--- config.mk ---
export PLATFORM = sky130hd
export DESIGN_NAME = pci_class_scan_sequencer_top
export DESIGN_NICKNAME = d
export VERILOG_FILES = /design/src/pcss_pkg.sv /design/src/pci_class_scan_sequencer_top.sv
export VERILOG_INCLUDE_DIRS = /design/src /design/src/src
export SDC_FILE = /design/constraint.sdc
export NUM_CORES = 1
export LEC_CHECK = 0
export BUFFER_PORTS_ARGS = -buffer_cell sky130_fd_sc_hd__buf_2
export CAP_MARGIN = 20
export CORE_MARGIN = 4
export CORE_UTILIZATION = 60
export DETAILED_ROUTE_END_ITERATION = 10
export MAX_ROUTING_LAYER = met4
export PLACE_DENSITY = 0.84
export SYNTH_ARGS = -nofsm -noshare
export SYNTH_HDL_FRONTEND = slang
export SYNTH_SLANG_ARGS = --single-unit
--- constraint.sdc ---
create_clock -name i_clk -period 3.9 [get_ports i_clk]
set_input_delay 0 -clock i_clk [delete_from_list [all_inputs] [get_ports i_clk]]
set_output_delay 0 -clock i_clk [all_outputs]
set_load 0.01 [all_outputs]
--- src/assert_macros.svh ---
// Assertion macros for the RTL files.
`ifndef ASSERT_MACROS_SVH
`define ASSERT_MACROS_SVH

// Same-cycle implication, disabled while reset is asserted.
`define ASSERT_IMPLY(label, clk, rst_n, ante, cons, msg) \
    label: assert property (@(posedge clk) disable iff (!(rst_n)) (ante) |-> (cons)) \
        else $error(msg);

// Next-cycle implication, disabled while reset is asserted.
`define ASSERT_NEXT(label, clk, rst_n, ante, cons, msg) \
    label: assert property (@(posedge clk) disable iff (!(rst_n)) (ante) |=> (cons)) \
        else $error(msg);

`endif

--- src/pcss_pkg.sv ---
// Package for the class scan sequencer: payload types, codes and constants.
package pcss_pkg;

    typedef struct packed {
        logic        action;
        logic [31:0] read_data;
    } t_in_item;

    typedef struct packed {
        logic [1:0]  status;
        logic [7:0]  bus_number;
        logic [4:0]  device_number;
        logic [2:0]  function_number;
        logic [7:0]  register_offset;
        logic [15:0] vendor_word;
        logic [15:0] device_word;
        logic [7:0]  header_kind;
        logic [7:0]  programming_interface;
    } t_out_item;

    // Input actions
    localparam logic ACT_START    = 1'b0;
    localparam logic ACT_RESPONSE = 1'b1;

    // Result status codes
    localparam logic [1:0] ST_REQUEST   = 2'd0;
    localparam logic [1:0] ST_FOUND     = 2'd1;
    localparam logic [1:0] ST_NOT_FOUND = 2'd2;
    localparam logic [1:0] ST_IGNORED   = 2'd3;

    // Configuration register indexes
    localparam int unsigned CFG_IDX_W = 2;
    localparam logic [CFG_IDX_W-1:0] CFG_TARGET_CLASS    = 2'd0;
    localparam logic [CFG_IDX_W-1:0] CFG_TARGET_SUBCLASS = 2'd1;

    // Phase codes
    localparam logic [2:0] PH_IDLE    = 3'd0;
    localparam logic [2:0] PH_VENDOR  = 3'd1;
    localparam logic [2:0] PH_HEADER  = 3'd2;
    localparam logic [2:0] PH_CLASS   = 3'd3;
    localparam logic [2:0] PH_GET_HDR = 3'd4;
    localparam logic [2:0] PH_GET_PIF = 3'd5;
    localparam logic [2:0] PH_GET_VEN = 3'd6;
    localparam logic [2:0] PH_GET_DEV = 3'd7;

    // Configuration space offsets
    localparam logic [7:0] OFF_ID     = 8'h00;
    localparam logic [7:0] OFF_CLASS  = 8'h08;
    localparam logic [7:0] OFF_HEADER = 8'h0C;

    localparam logic [15:0] NO_VENDOR   = 16'hFFFF;
    localparam int unsigned MULTI_BIT   = 7;
    localparam logic [7:0]  LAST_BUS    = 8'd255;
    localparam logic [4:0]  LAST_DEVICE = 5'd31;
    localparam logic [3:0]  ONE_FUNC    = 4'd1;
    localparam logic [3:0]  MANY_FUNCS  = 4'd8;

endpackage

--- src/pci_class_scan_sequencer_top.sv ---
// Class scan sequencer: walks buses and devices, issuing config reads.
// Each item passes through an input register and then a result register.
// Throughput: one item per cycle while results are taken; the scan state updates as an item moves to the result.
// The overall pace is set by the round trip of each config read through the caller.
// Reset (synchronous, active low) clears phase to idle, the scan position, the captured
// header/interface/vendor fields, the target class/subclass and both valid flags.
`include "assert_macros.svh"

module pci_class_scan_sequencer_top (
    input  logic                               i_clk,
    input  logic                               i_rst_n,
    input  logic                               i_in_valid,
    output logic                               o_in_ready,
    input  pcss_pkg::t_in_item                 i_in_item,
    output logic                               o_out_valid,
    input  logic                               i_out_ready,
    output pcss_pkg::t_out_item                o_out_item,
    input  logic                               i_cfg_valid,
    output logic                               o_cfg_ready,
    input  logic [pcss_pkg::CFG_IDX_W-1:0]     i_cfg_index,
    input  logic [7:0]                         i_cfg_data
);
    import pcss_pkg::*;

    logic [7:0]  r_target_class;
    logic [7:0]  r_target_subclass;
    logic [2:0]  r_phase,    n_phase;
    logic [7:0]  r_bus,      n_bus;
    logic [4:0]  r_dev,      n_dev;
    logic [2:0]  r_fn,       n_fn;
    logic [3:0]  r_fn_limit, n_fn_limit;
    logic [7:0]  r_hdr,      n_hdr;
    logic [7:0]  r_pif,      n_pif;
    logic [15:0] r_ven,      n_ven;

    logic        r_in_valid;
    t_in_item    r_in_item;
    logic        r_out_valid;
    t_out_item   r_out_item;

    logic        w_adv;
    logic        w_next_dev;
    logic [1:0]  w_status;
    logic [7:0]  w_offset;
    logic [31:0] w_data;
    t_out_item   w_res;

    assign w_adv       = r_in_valid && (!r_out_valid || i_out_ready);
    assign o_in_ready  = !r_in_valid || w_adv;
    assign o_out_valid = r_out_valid;
    assign o_out_item  = r_out_item;
    assign o_cfg_ready = 1'b1;
    assign w_data      = r_in_item.read_data;

    always_comb begin
        n_phase    = r_phase;
        n_bus      = r_bus;
        n_dev      = r_dev;
        n_fn       = r_fn;
        n_fn_limit = r_fn_limit;
        n_hdr      = r_hdr;
        n_pif      = r_pif;
        n_ven      = r_ven;
        w_next_dev = 1'b0;
        w_status   = ST_REQUEST;
        w_offset   = OFF_ID;

        if (r_in_item.action == ACT_START) begin
            n_bus      = '0;
            n_dev      = '0;
            n_fn       = '0;
            n_fn_limit = ONE_FUNC;
            n_phase    = PH_VENDOR;
            w_offset   = OFF_ID;
        end else begin
            unique case (r_phase)
                PH_VENDOR: begin
                    if (w_data[15:0] == NO_VENDOR) begin
                        w_next_dev = 1'b1;
                    end else begin
                        n_phase  = PH_HEADER;
                        w_offset = OFF_HEADER;
                    end
                end
                PH_HEADER: begin
                    n_fn_limit = w_data[16 + MULTI_BIT] ? MANY_FUNCS : ONE_FUNC;
                    n_fn       = '0;
                    n_phase    = PH_CLASS;
                    w_offset   = OFF_CLASS;
                end
                PH_CLASS: begin
                    if (w_data[31:16] == {r_target_class, r_target_subclass}) begin
                        n_phase  = PH_GET_HDR;
                        w_offset = OFF_HEADER;
                    end else if (({1'b0, r_fn} + 4'd1) < r_fn_limit) begin
                        n_fn     = r_fn + 3'd1;
                        n_phase  = PH_CLASS;
                        w_offset = OFF_CLASS;
                    end else begin
                        w_next_dev = 1'b1;
                    end
                end
                PH_GET_HDR: begin
                    n_hdr    = w_data[23:16];
                    n_phase  = PH_GET_PIF;
                    w_offset = OFF_CLASS;
                end
                PH_GET_PIF: begin
                    n_pif    = w_data[15:8];
                    n_phase  = PH_GET_VEN;
                    w_offset = OFF_ID;
                end
                PH_GET_VEN: begin
                    n_ven    = w_data[15:0];
                    n_phase  = PH_GET_DEV;
                    w_offset = OFF_ID;
                end
                PH_GET_DEV: begin
                    n_phase  = PH_IDLE;
                    w_status = ST_FOUND;
                end
                default: begin
                    w_status = ST_IGNORED;
                end
            endcase

            // Advance to the next slot, or end the walk
            if (w_next_dev) begin
                if (r_dev < LAST_DEVICE) begin
                    n_dev = r_dev + 5'd1;
                end else if (r_bus < LAST_BUS) begin
                    n_bus = r_bus + 8'd1;
                    n_dev = '0;
                end else begin
                    n_phase  = PH_IDLE;
                    w_status = ST_NOT_FOUND;
                end
                if (w_status == ST_REQUEST) begin
                    n_fn       = '0;
                    n_fn_limit = ONE_FUNC;
                    n_phase    = PH_VENDOR;
                    w_offset   = OFF_ID;
                end
            end
        end

        w_res = '0;
        w_res.status = w_status;
        unique case (w_status)
            ST_REQUEST: begin
                w_res.bus_number      = n_bus;
                w_res.device_number   = n_dev;
                w_res.function_number = n_fn;
                w_res.register_offset = w_offset;
            end
            ST_FOUND: begin
                w_res.bus_number            = r_bus;
                w_res.device_number         = r_dev;
                w_res.function_number       = r_fn;
                w_res.vendor_word           = r_ven;
                w_res.device_word           = w_data[31:16];
                w_res.header_kind           = r_hdr;
                w_res.programming_interface = r_pif;
            end
            default: begin
                w_res.status = w_status;
            end
        endcase
    end

    always_ff @(posedge i_clk) begin
        if (!i_rst_n) begin
            r_in_valid        <= 1'b0;
            r_out_valid       <= 1'b0;
            r_target_class    <= '0;
            r_target_subclass <= '0;
            r_phase           <= PH_IDLE;
            r_bus             <= '0;
            r_dev             <= '0;
            r_fn              <= '0;
            r_fn_limit        <= ONE_FUNC;
            r_hdr             <= '0;
            r_pif             <= '0;
            r_ven             <= '0;
        end else begin
            if (o_in_ready) begin
                r_in_valid <= i_in_valid;
            end
            if (w_adv) begin
                r_out_valid <= 1'b1;
                r_phase     <= n_phase;
                r_bus       <= n_bus;
                r_dev       <= n_dev;
                r_fn        <= n_fn;
                r_fn_limit  <= n_fn_limit;
                r_hdr       <= n_hdr;
                r_pif       <= n_pif;
                r_ven       <= n_ven;
            end else if (i_out_ready) begin
                r_out_valid <= 1'b0;
            end
            if (i_cfg_valid) begin
                if (i_cfg_index == CFG_TARGET_CLASS) begin
                    r_target_class <= i_cfg_data;
                end else if (i_cfg_index == CFG_TARGET_SUBCLASS) begin
                    r_target_subclass <= i_cfg_data;
                end
            end
        end
    end

    // Payload registers
    always_ff @(posedge i_clk) begin
        if (o_in_ready && i_in_valid) begin
            r_in_item <= i_in_item;
        end
        if (w_adv) begin
            r_out_item <= w_res;
        end
    end

    `ASSERT_NEXT(a_final_goes_idle, i_clk, i_rst_n, w_adv && (w_res.status != ST_REQUEST), r_phase == PH_IDLE, "scan not idle after final result")
    `ASSERT_IMPLY(a_found_no_offset, i_clk, i_rst_n, r_out_valid && (r_out_item.status == ST_FOUND), r_out_item.register_offset == OFF_ID, "found result carries an offset")
    `ASSERT_IMPLY(a_req_aligned, i_clk, i_rst_n, r_out_valid && (r_out_item.status == ST_REQUEST), r_out_item.register_offset[1:0] == 2'b00, "read request offset not dword aligned")
    `ASSERT_NEXT(a_in_held, i_clk, i_rst_n, r_in_valid && !w_adv, r_in_valid, "held input item was lost")

endmodule
Yosys cells after proc, flatten, opt, wreduce, memory -nomap -nowiden
Cells that the tools add are included.

storage, ports and cells
  flip-flop bits (word level) = 180
  input bits = 48
  output and inout port bits = 77

cells by class
  add/subtract/negate cells = 4
  $lt $le $gt $ge = 3
  equal/unequal tests = 11
  mux-type cells = 49
  bitwise gates (word level) = 1
  reduce and logical (&&, ||, !) cells = 18

operators with widths
  cell                    number
  $mux W8                 6
  $mux W3                 13
  $mux W4                 8
  $pmux W16 S2            1
  $pmux W3 S7             1
  $mux W5                 4
  $eq A16 B16 Y1          1
  $eq A16 B16 Y1 const B  1
  $eq A3 B3 Y1 const B    4
  $mux W2                 6
  $pmux W4 S3             1
  $reduce_and A3 Y1       4
  $add A8 B1 Y8 const B   1
  $lt A8 B8 Y1 const B    1
  $eq A3 B2 Y1 const B    2
  $logic_not A2 Y1        3
  $mux W1                 6
  $pmux W3 S2             1
  $reduce_or A6 Y1        1
  $add A5 B1 Y5 const B   1
  $lt A5 B5 Y1 const B    1
  $add A3 B1 Y4 const B   1
  $eq A2 B1 Y1 const B    2
  $lt A4 B4 Y1            1
  other kinds (11)        15

Depth between registers and ports, before layout
Gate-level depths: netlist of run 1.

  word-level depth = 13
  gate-level depth with buffers = 10

Worst setup path after synthesis of run 1
OpenSTA, ideal clock, no wires.

  path kind = register -> register
  start point = reg r_fn[0]
  end point = reg r_out_item (netlist bit o_out_item[66]) (data pin)
  setup time = 0.273 ns
  arrival time = 2.340 ns
  required time = 3.627 ns
  setup slack = 1.287 ns
  cell stages (with the launch flop) = 9
  buffers on the path = 1
  period minus slack after synthesis = 2.613 ns
  cell sequence = dfxtp_1 > ha_1 > ha_1 > a21bo_2 > a211oi_1 > a31oi_2 > buf_2 > o31ai_1 > a31oi_1

RTL lines
  item                    line                                 RTL
  start, declared         pci_class_scan_sequencer_top.sv:30   logic [2:0] r_fn, n_fn;
  start signal, assigned  pci_class_scan_sequencer_top.sv:194  r_fn <= n_fn;
  end signal, assigned    pci_class_scan_sequencer_top.sv:218  r_out_item <= w_res;
  end, declared           pci_class_scan_sequencer_top.sv:39   t_out_item r_out_item;

==> results of run 1 <==
==> power by group through the flow <==
| stage | Combinational, mW | Clock, mW | Sequential [mW] |
|---|---|---|---|
| after floorplan | 0.0976 | 0 | 2.08 |
| after global placement | 0.188 | 0 | 2.08 |
| after detailed placement | 0.195 | 0 | 2.08 |
| after CTS | 0.230 | 1.61 | 2.04 |
| after global routing | 0.253 | 1.69 | 2.04 |
| final | 0.234 | 1.61 | 2.04 |
==> final timing paths <==
kind,slack [ns],depth (start not counted),to,from
max,0.69,8,o_out_item[67],r_fn[0]
min,0.03,3,r_bus[6],i_rst_n
max reg2reg,0.69,8,o_out_item[67],r_fn[0]
min reg2reg,0.49,2,r_fn_limit[0],r_fn_limit[0]
==> worst min-delay path, delay by kind of cell <==
| family | cells | cell delay [ns] |
|---|---|---|
| buffers and inverters | 1 | 0.23 |
| AOI/OAI and AO/OA | 1 | 0.05 |
| and+or+nand+nor | 1 | 0.11 |
==> stage by stage <==
step / power (mW) / cells
3_3_place_gp: 2.26 / 895
4_1_cts: 3.88 / 970
3_5_place_dp: 2.27 / 895
2_1_floorplan: 2.18 / 643
5_1_grt: 3.99 / 972
6_report: 3.89 / 972
==> logic make-up after synthesis <==
group	count (synthesis)	synth area share (%)
AOI/OAI and AO/OA	94	9.28
xor gates and xnor gates	18	2.10
and+or+nand+nor	236	17.1
muxes	50	6.66
adders and majority gates	6	1.00
buffers and inverters	58	3.92
DFF	174	59.8
other	2	0.100
==> registers in the layout, summed over array words and instances, names as in the netlist, 4 cells and up <==
register and cells:
r_hdr 8, r_target_subclass 8, r_pif 8, r_bus 8, r_ven 16, r_fn_limit 4, r_dev 5, r_target_class 8
w_data 32, o_out_item 68
==> final cells by class <==
| cell class | instances | share of cell area [%] |
|---|---|---|
| timing repair buffer | 172 | 12.1 |
| inverter | 14 | 0.573 |
| antenna | 1 | 0.0273 |
| multi-input combinational | 411 | 29.9 |
| clock buffer | 20 | 4.87 |
| tap | 168 | 2.29 |
| clock inverter | 12 | 1.20 |
| sequential | 174 | 49.0 |
==> synthesized netlist by cell type (all sizes together), types with 13 or more instances <==
| master | number | area [sq um] |
|---|---|---|
| dfxtp | 73 | 1460 |
| nand2 | 32 | 120 |
| buf | 26 | 174 |
| edfxtp | 101 | 3030 |
| nor2 | 75 | 305 |
| and2 | 50 | 313 |
| xor2 | 18 | 158 |
| nand4 | 17 | 106 |
| and3 | 13 | 81.3 |
| a31oi | 15 | 100 |
| inv | 14 | 52.6 |
| mux2i | 50 | 500 |
| clkbuf | 18 | 67.6 |
| a21oi | 19 | 103 |
==> routing by layer <==
metal | wire, um | GRT usage [%] | part of all wire (%)
met1 | 7490 | 34.1 | 40
met2 | 9430 | 44.2 | 50
met3 | 1250 | 5.61 | 6.7
met4 | 538 | 11.7 | 2.9
met5 | 0 | - | 0
==> metrics.cfg, run 1 <==
[finish]
final_core_util_pct = 75.7
nNetsFinal = 844
fillers = 804
layout_common_cells = 117 x buf_2, 101 x edfxtp_1, 73 x dfxtp_1
drive_above_1_share_pct = 23.0
multi_input_area_sq_um = 2740
final_common_cell = buf_2
final_area_sq_um = 9170
area_growth_pct = 22.1
layout.area.seq_sq_um = 4490

[yosys]
ys.flop_type = edfxtp_1
postSynthCellCount = 638
synth_warnings = 0
synth_edf_count = 101
synthDistinctLibCells = 67
synth_area_sq_um = 7510
syn_avg_cell_area_sq_um = 11.8
synthArstFlopShare_pct = 0
ys_ff_latch = 174
yosysSeqAreaShare_pct = 59.8

[pwr]
p_leak_nw = 3.49
intPower_mw = 3.00
p_sw_mw = 0.888
seq_power_share_pct = 52.5
swShare_pct = 22.8
vdd_drop_max_uv = 435
clkPwrFrac_pct = 41.5
p_comb_share_pct = 6.0
power-per-cell-area_nw_per_um2 = 424

[sta]
setup_tns_ns = 0
slew_violations = 0
fmax_ghz = 0.311
hold_slack_ns = 0.0280
worst_slack_ns = 0.689
finalHoldViolations = 0
worst_slew_pin_slew_ns = 0.836
rsz0062_at_grt = no
slew_headroom_pct = 44.2
setup_violations = 0
finClkSkew_ns = 0.0109
layout_min_cycle_time_ns = 3.21
finalCritPeriodShare_pct = 82.3

[clocking]
clkSlewWorstSetupHoldPaths_ns = 0.06
cts_buffers = 17
cts_hold_buf = 43
cts-htree-levels = 4
post_cts_buffers = 0
ctsResizeCount = 0
clk_latency_ns = 0.43
tritoncts = yes
cts_root_buffer = clkbuf_16
clock-sinks = 174
clock_path_buffers = 2

[detailed_routing]
vias_per_cell = 5.84
drc = 0
drt-initial-drc-count = 397
postRouteAntennaNets = 0
vias = 5681
wl_mm = 18.7
avgRoutedWirePerCell_um = 19.2
dr.pass1.iters = 5

[flow_run]
drv_cap = 0

[worst_setup_path]
crit_type = flip-flop to flip-flop
worst-path-max-fanout = 13
path_common_cell = ha_1
startpoint_type = flip-flop
cp_top_family = compound AO/OA/AOI/OAI gates
worst-path-buf-inv = 1
cp_data_required_time_ns = 4.17
worstSetupEndpointType = flip-flop
critPathSlowestCell = a211oi_1
cp_cell_sequence = ha_1 > ha_1 > a21bo_2 > a211oi_1 > a31o_1 > buf_4 > a41oi_1 > a31oi_1
arrival_ns = 3.48
slowest_delay_ns = 0.66

[floorplanning]
die-area_sq_um = 14400
die_width_um = 120
io_pins = 125
num_rows = 40
core_area_sq_um = 12100
fp.dieH_um = 120
start_util_pct = 62.0

[placement]
pre_cts_ws_ns = 0.638
dpl_cell_area_sq_um = 8170
gp_congestion = 0.883
dp_hpwl_mm = 11.4
io_buffers = 117

[grt]
grt_pass1_vias = 5635
grt_pass1_wl_mm = 29.9
grt.overflow.total = 0
track_usage_pct = 27.5
grt_max_degree = 50
antenna_found_initial = 1

[hold_path]
worstHoldPathType = input pin to flip-flop

[status]
status = completed

Power figures use the tool's default switching activity.
==> run 2, diff against run 1 <==
- ABC_AREA: not set -> 1
- CORE_UTILIZATION: 60 -> 56
- PLACE_DENSITY: 0.84 -> 0.79
- clock period: 3.9 -> 3.32 ns (I/O delays scaled with it)
==> run 2 against run 1 <==
  * Sequential power is 18% higher
  * Non-clock buffer count decreased by 1
  * Clock skew shrank 0.0017 ns
  * First-iteration DRC count up 8.8%
  * Routed wire length down 9.0%
  * Via count rose by 4.6%
  * Synthesized cell count up 27%
  * Largest power group unchanged
  * Highest routed layer unchanged
==> metrics.cfg, run 2 <==
[sta]
setup_violations = 0  ; unchanged
finClkSkew_ns = 0.00925  ; was 0.0109 ns
rsz0062_at_grt = no  ; unchanged
setup_tns_ns = 0  ; unchanged
layout_min_cycle_time_ns = 2.80  ; was 3.21 ns
finalCritPeriodShare_pct = 84.2  ; was 82.3%
fmax_ghz = 0.358  ; was 0.311 GHz
worst_slew_pin_slew_ns = 0.759  ; was 0.836 ns
finalHoldViolations = 0  ; unchanged
slew_headroom_pct = 49.4  ; was 44.2%
slew_violations = 0  ; unchanged

[grt]
antenna_found_initial = 0  ; was 1
track_usage_pct = 22.9  ; was 27.5%
grt_pass1_vias = 5613  ; was 5,635
grt_max_degree = 57  ; was 50
grt.overflow.total = 0  ; unchanged
grt_pass1_wl_mm = 28.0  ; was 29.9 mm

[yosys]
synth_edf_count = 101  ; unchanged
postSynthCellCount = 810  ; was 638
syn_avg_cell_area_sq_um = 9.37  ; was 11.8 sq um
yosysTopAreaCellShare_pct = 40.0  ; was 40.4%
synth_commonest_cells = 112 x nand2_1, 108 x inv_1, 101 x edfxtp_1, 94 x nor2_1, 77 x o21ai_0  ; was 101 x edfxtp_1, 73 x dfxtp_1, 71 x nor2_1, 50 x and2_1, 50 x mux2i_1
synthArstFlopShare_pct = 0  ; unchanged
synth_area_sq_um = 7590  ; was 7510 sq um
synth_top_family_by_area = simple AND/OR/NAND/NOR gates  ; unchanged
synth_top_area_cell = edfxtp_1  ; unchanged
ys_top_cells_by_area = edfxtp_1 40%, dfxtp_1 19%, nand2_1 5.5%  ; was edfxtp_1 40%, dfxtp_1 19%, mux2i_1 6.7%
synth-simple-area-share_pct = 17.9  ; was 17.1%
synthAdderAreaFrac_pct = 0.989  ; was 1.00%
synthDistinctLibCells = 37  ; was 67
synth-compound-area-share_pct = 12.4  ; was 9.28%
synthMuxAreaShare_pct = 0  ; was 6.66%
synth_warnings = 0  ; unchanged
ys_ff_latch = 174  ; unchanged
yosysSeqAreaShare_pct = 59.2  ; was 59.8%
ys.flop_type = edfxtp_1  ; unchanged
synth_most_common_cell = nand2_1  ; was edfxtp_1
synthXorXnorAreaFrac_pct = 0.923  ; was 2.10%

[clocking]
ctsResizeCount = 0  ; unchanged
clkSlewWorstSetupHoldPaths_ns = 0.06  ; about the same
cts-htree-levels = 4  ; unchanged
clock-sinks = 174  ; unchanged
tritoncts = yes  ; unchanged
cts_root_buffer = clkbuf_16  ; unchanged
cts_buffers = 17  ; unchanged
clock_path_buffers = 2  ; unchanged
post_cts_buffers = 0  ; unchanged
clk_latency_ns = 0.43  ; about the same

[detailed_routing]
dr.pass1.iters = 5  ; unchanged
vias = 5942  ; was 5,681
drc = 0  ; unchanged
drt-initial-drc-count = 432  ; was 397
postRouteAntennaNets = 0  ; unchanged
avgRoutedWirePerCell_um = 14.7  ; was 19.2 um
vias_per_cell = 5.14  ; was 5.84
wl_mm = 17.0  ; was 18.7 mm

[finish]
drive_above_1_share_pct = 21.2  ; was 23.0%
final_area_sq_um = 9320  ; was 9170 sq um
insertedDiodeCount = 0  ; was 1
layout_common_cells = 117 x buf_2, 112 x nand2_1, 107 x inv_1  ; was 117 x buf_2, 101 x edfxtp_1, 73 x dfxtp_1
final_common_cell = buf_2  ; unchanged
fillers = 1023  ; was 804
area_growth_pct = 22.8  ; was 22.1%
largest_register_ffs = 68  ; unchanged
nNetsFinal = 1020  ; was 844

[worst_setup_path]
critPathSlowestCell = dfxtp_1  ; was a211oi_1
r2r-end = o_out_item[60]  ; was o_out_item[67]
arrival_ns = 2.97  ; was 3.48 ns
reg2reg_depth = 14  ; was 8
worstSetupEndpointType = flip-flop  ; unchanged
r2r_slack_ns = 0.52  ; was 0.69 ns
cp_top_family = simple AND/OR/NAND/NOR gates  ; was compound AO/OA/AOI/OAI gates
cp.depth = 14  ; was 8
crit_type = flip-flop to flip-flop  ; unchanged
startpoint_type = flip-flop  ; unchanged
cp-endpoint = o_out_item[60]  ; was o_out_item[67]
timing.rr.start = r_fn[0]  ; unchanged
cp_cell_sequence = ha_1 > xnor2_1 > inv_1 > ha_1 > nand2_1 > inv_1 > nand2_1 > nand2_1 > nand3_4 > nand2_4 > nand2_1 > a21oi_2 > buf_4 > o21bai_1  ; was ha_1 > ha_1 > a21bo_2 > a211oi_1 > a31o_1 > buf_4 > a41oi_1 > a31oi_1
slowest_delay_ns = 0.41  ; was 0.66 ns
crit_start = r_fn[0]  ; unchanged
path_common_cell = nand2_1  ; was ha_1
worst-path-buf-inv = 3  ; was 1
worst-path-max-fanout = 16  ; was 13
cp_data_required_time_ns = 3.50  ; was 4.17 ns

[placement]
dp_hpwl_mm = 10.9  ; was 11.4 mm
dpl_cell_area_sq_um = 8290  ; was 8170 sq um
gp_congestion = 0.933  ; was 0.883
io_buffers = 117  ; unchanged

[floorplanning]
die-area_sq_um = 15500  ; was 14,400 sq um
num_rows = 42  ; was 40
core_area_sq_um = 13200  ; was 12,100 sq um
fp.dieH_um = 124  ; was 120 um
start_util_pct = 57.3  ; was 62.0%
io_pins = 125  ; unchanged
die_width_um = 124  ; was 120 um

[pwr]
vdd_drop_max_uv = 336  ; was 435 uV
power-per-cell-area_nw_per_um2 = 510  ; was 424 nW/um^2
p_leak_nw = 3.79  ; was 3.49 nW

[flow_run]
drv_cap = 0  ; unchanged

[status]
status = completed  ; unchanged

[hold_path]
worstHoldPathType = input pin to flip-flop  ; unchanged

-- run 2: cell count changes after synthesis, sizes merged, moves of 11 or more --
cell    change
mux2i      -50
nor2       +25
o21bai     +12
xor2       -11
a21oi      +57
nand2      +95
o21ai      +69
and3       -13
inv       +100
and2       -49
a31oi      -15
nand3      +44
-- run 2: cell type report --
cell class	instances	area [sq um]	share of cell area (%)
sequential	174	4490	48.2
clock buffer	23	478	5.13
inverter	115	433	4.64
tap	176	220	2.36
clock inverter	9	108	1.15
timing repair buffer	171	1120	12.0
multi-input combinational	487	2470	26.5
-- run 2: power breakdown --
group          switching, mW  total, mW  internal (mW)
combinational          0.223      0.368          0.145
sequential            0.0448       2.41           2.37
clock                  0.800       1.97           1.17
-- run 2: cell families (layout without fill, tap and decap cells) --
logic type,Yosys count,in the layout
simple gates,294,294
flops,174,174
compound gates,172,172
buf+inv,154,318
xor+xnor,8,8
fa+ha+maj,6,6
other cells,2,7
-- run 2: stage by stage --
step	setup slack (ns)	hold slack, ns	instances	util (%)	total power, mW
3_5_place_dp	0.553	0.179	1078	62.6	2.78
3_3_place_gp	0.700	0.177	1078	62.6	2.78
2_1_floorplan	0.152	0.0989	815	-	2.67
4_1_cts	0.544	0.141	1155	70.4	4.76
5_1_grt	0.309	0.231	1155	70.4	4.92
6_report	0.523	0.166	1155	70.4	4.75
-- run 2: timing repair --
item                                   CTS  global route
setup endpoints to repair                0             0
endpoints found under the hold margin   52             0
hold buffers                            45             0
-- run 2: layer usage --
metal	GRT usage, %	vias up	wire length [um]
met5	-	-	0
met4	6.83	0	288
met3	5.06	26	941
met2	38.1	190	8450
met1	28.1	2762	7350
li1	-	2964	-
-- run 2: tightest hold or removal path, stage by stage --
cell and delay, ns:
buf_2 0.09, nor2_1 0.04, inv_1 0.30, a21oi_1 0.11
-- run 2: worst min path at each step --
stage	startpoint	end	depth (start not counted)
finish	i_cfg_index[0]	r_target_class[1]	4
global route	i_cfg_index[0]	r_target_class[6]	4
CTS	i_cfg_index[0]	r_target_class[3]	4
detailed placement	i_in_item[32]	r_in_item[32]	1
global placement	i_in_item[24]	w_data[24]	1
floorplan	i_in_item[32]	r_in_item[32]	0
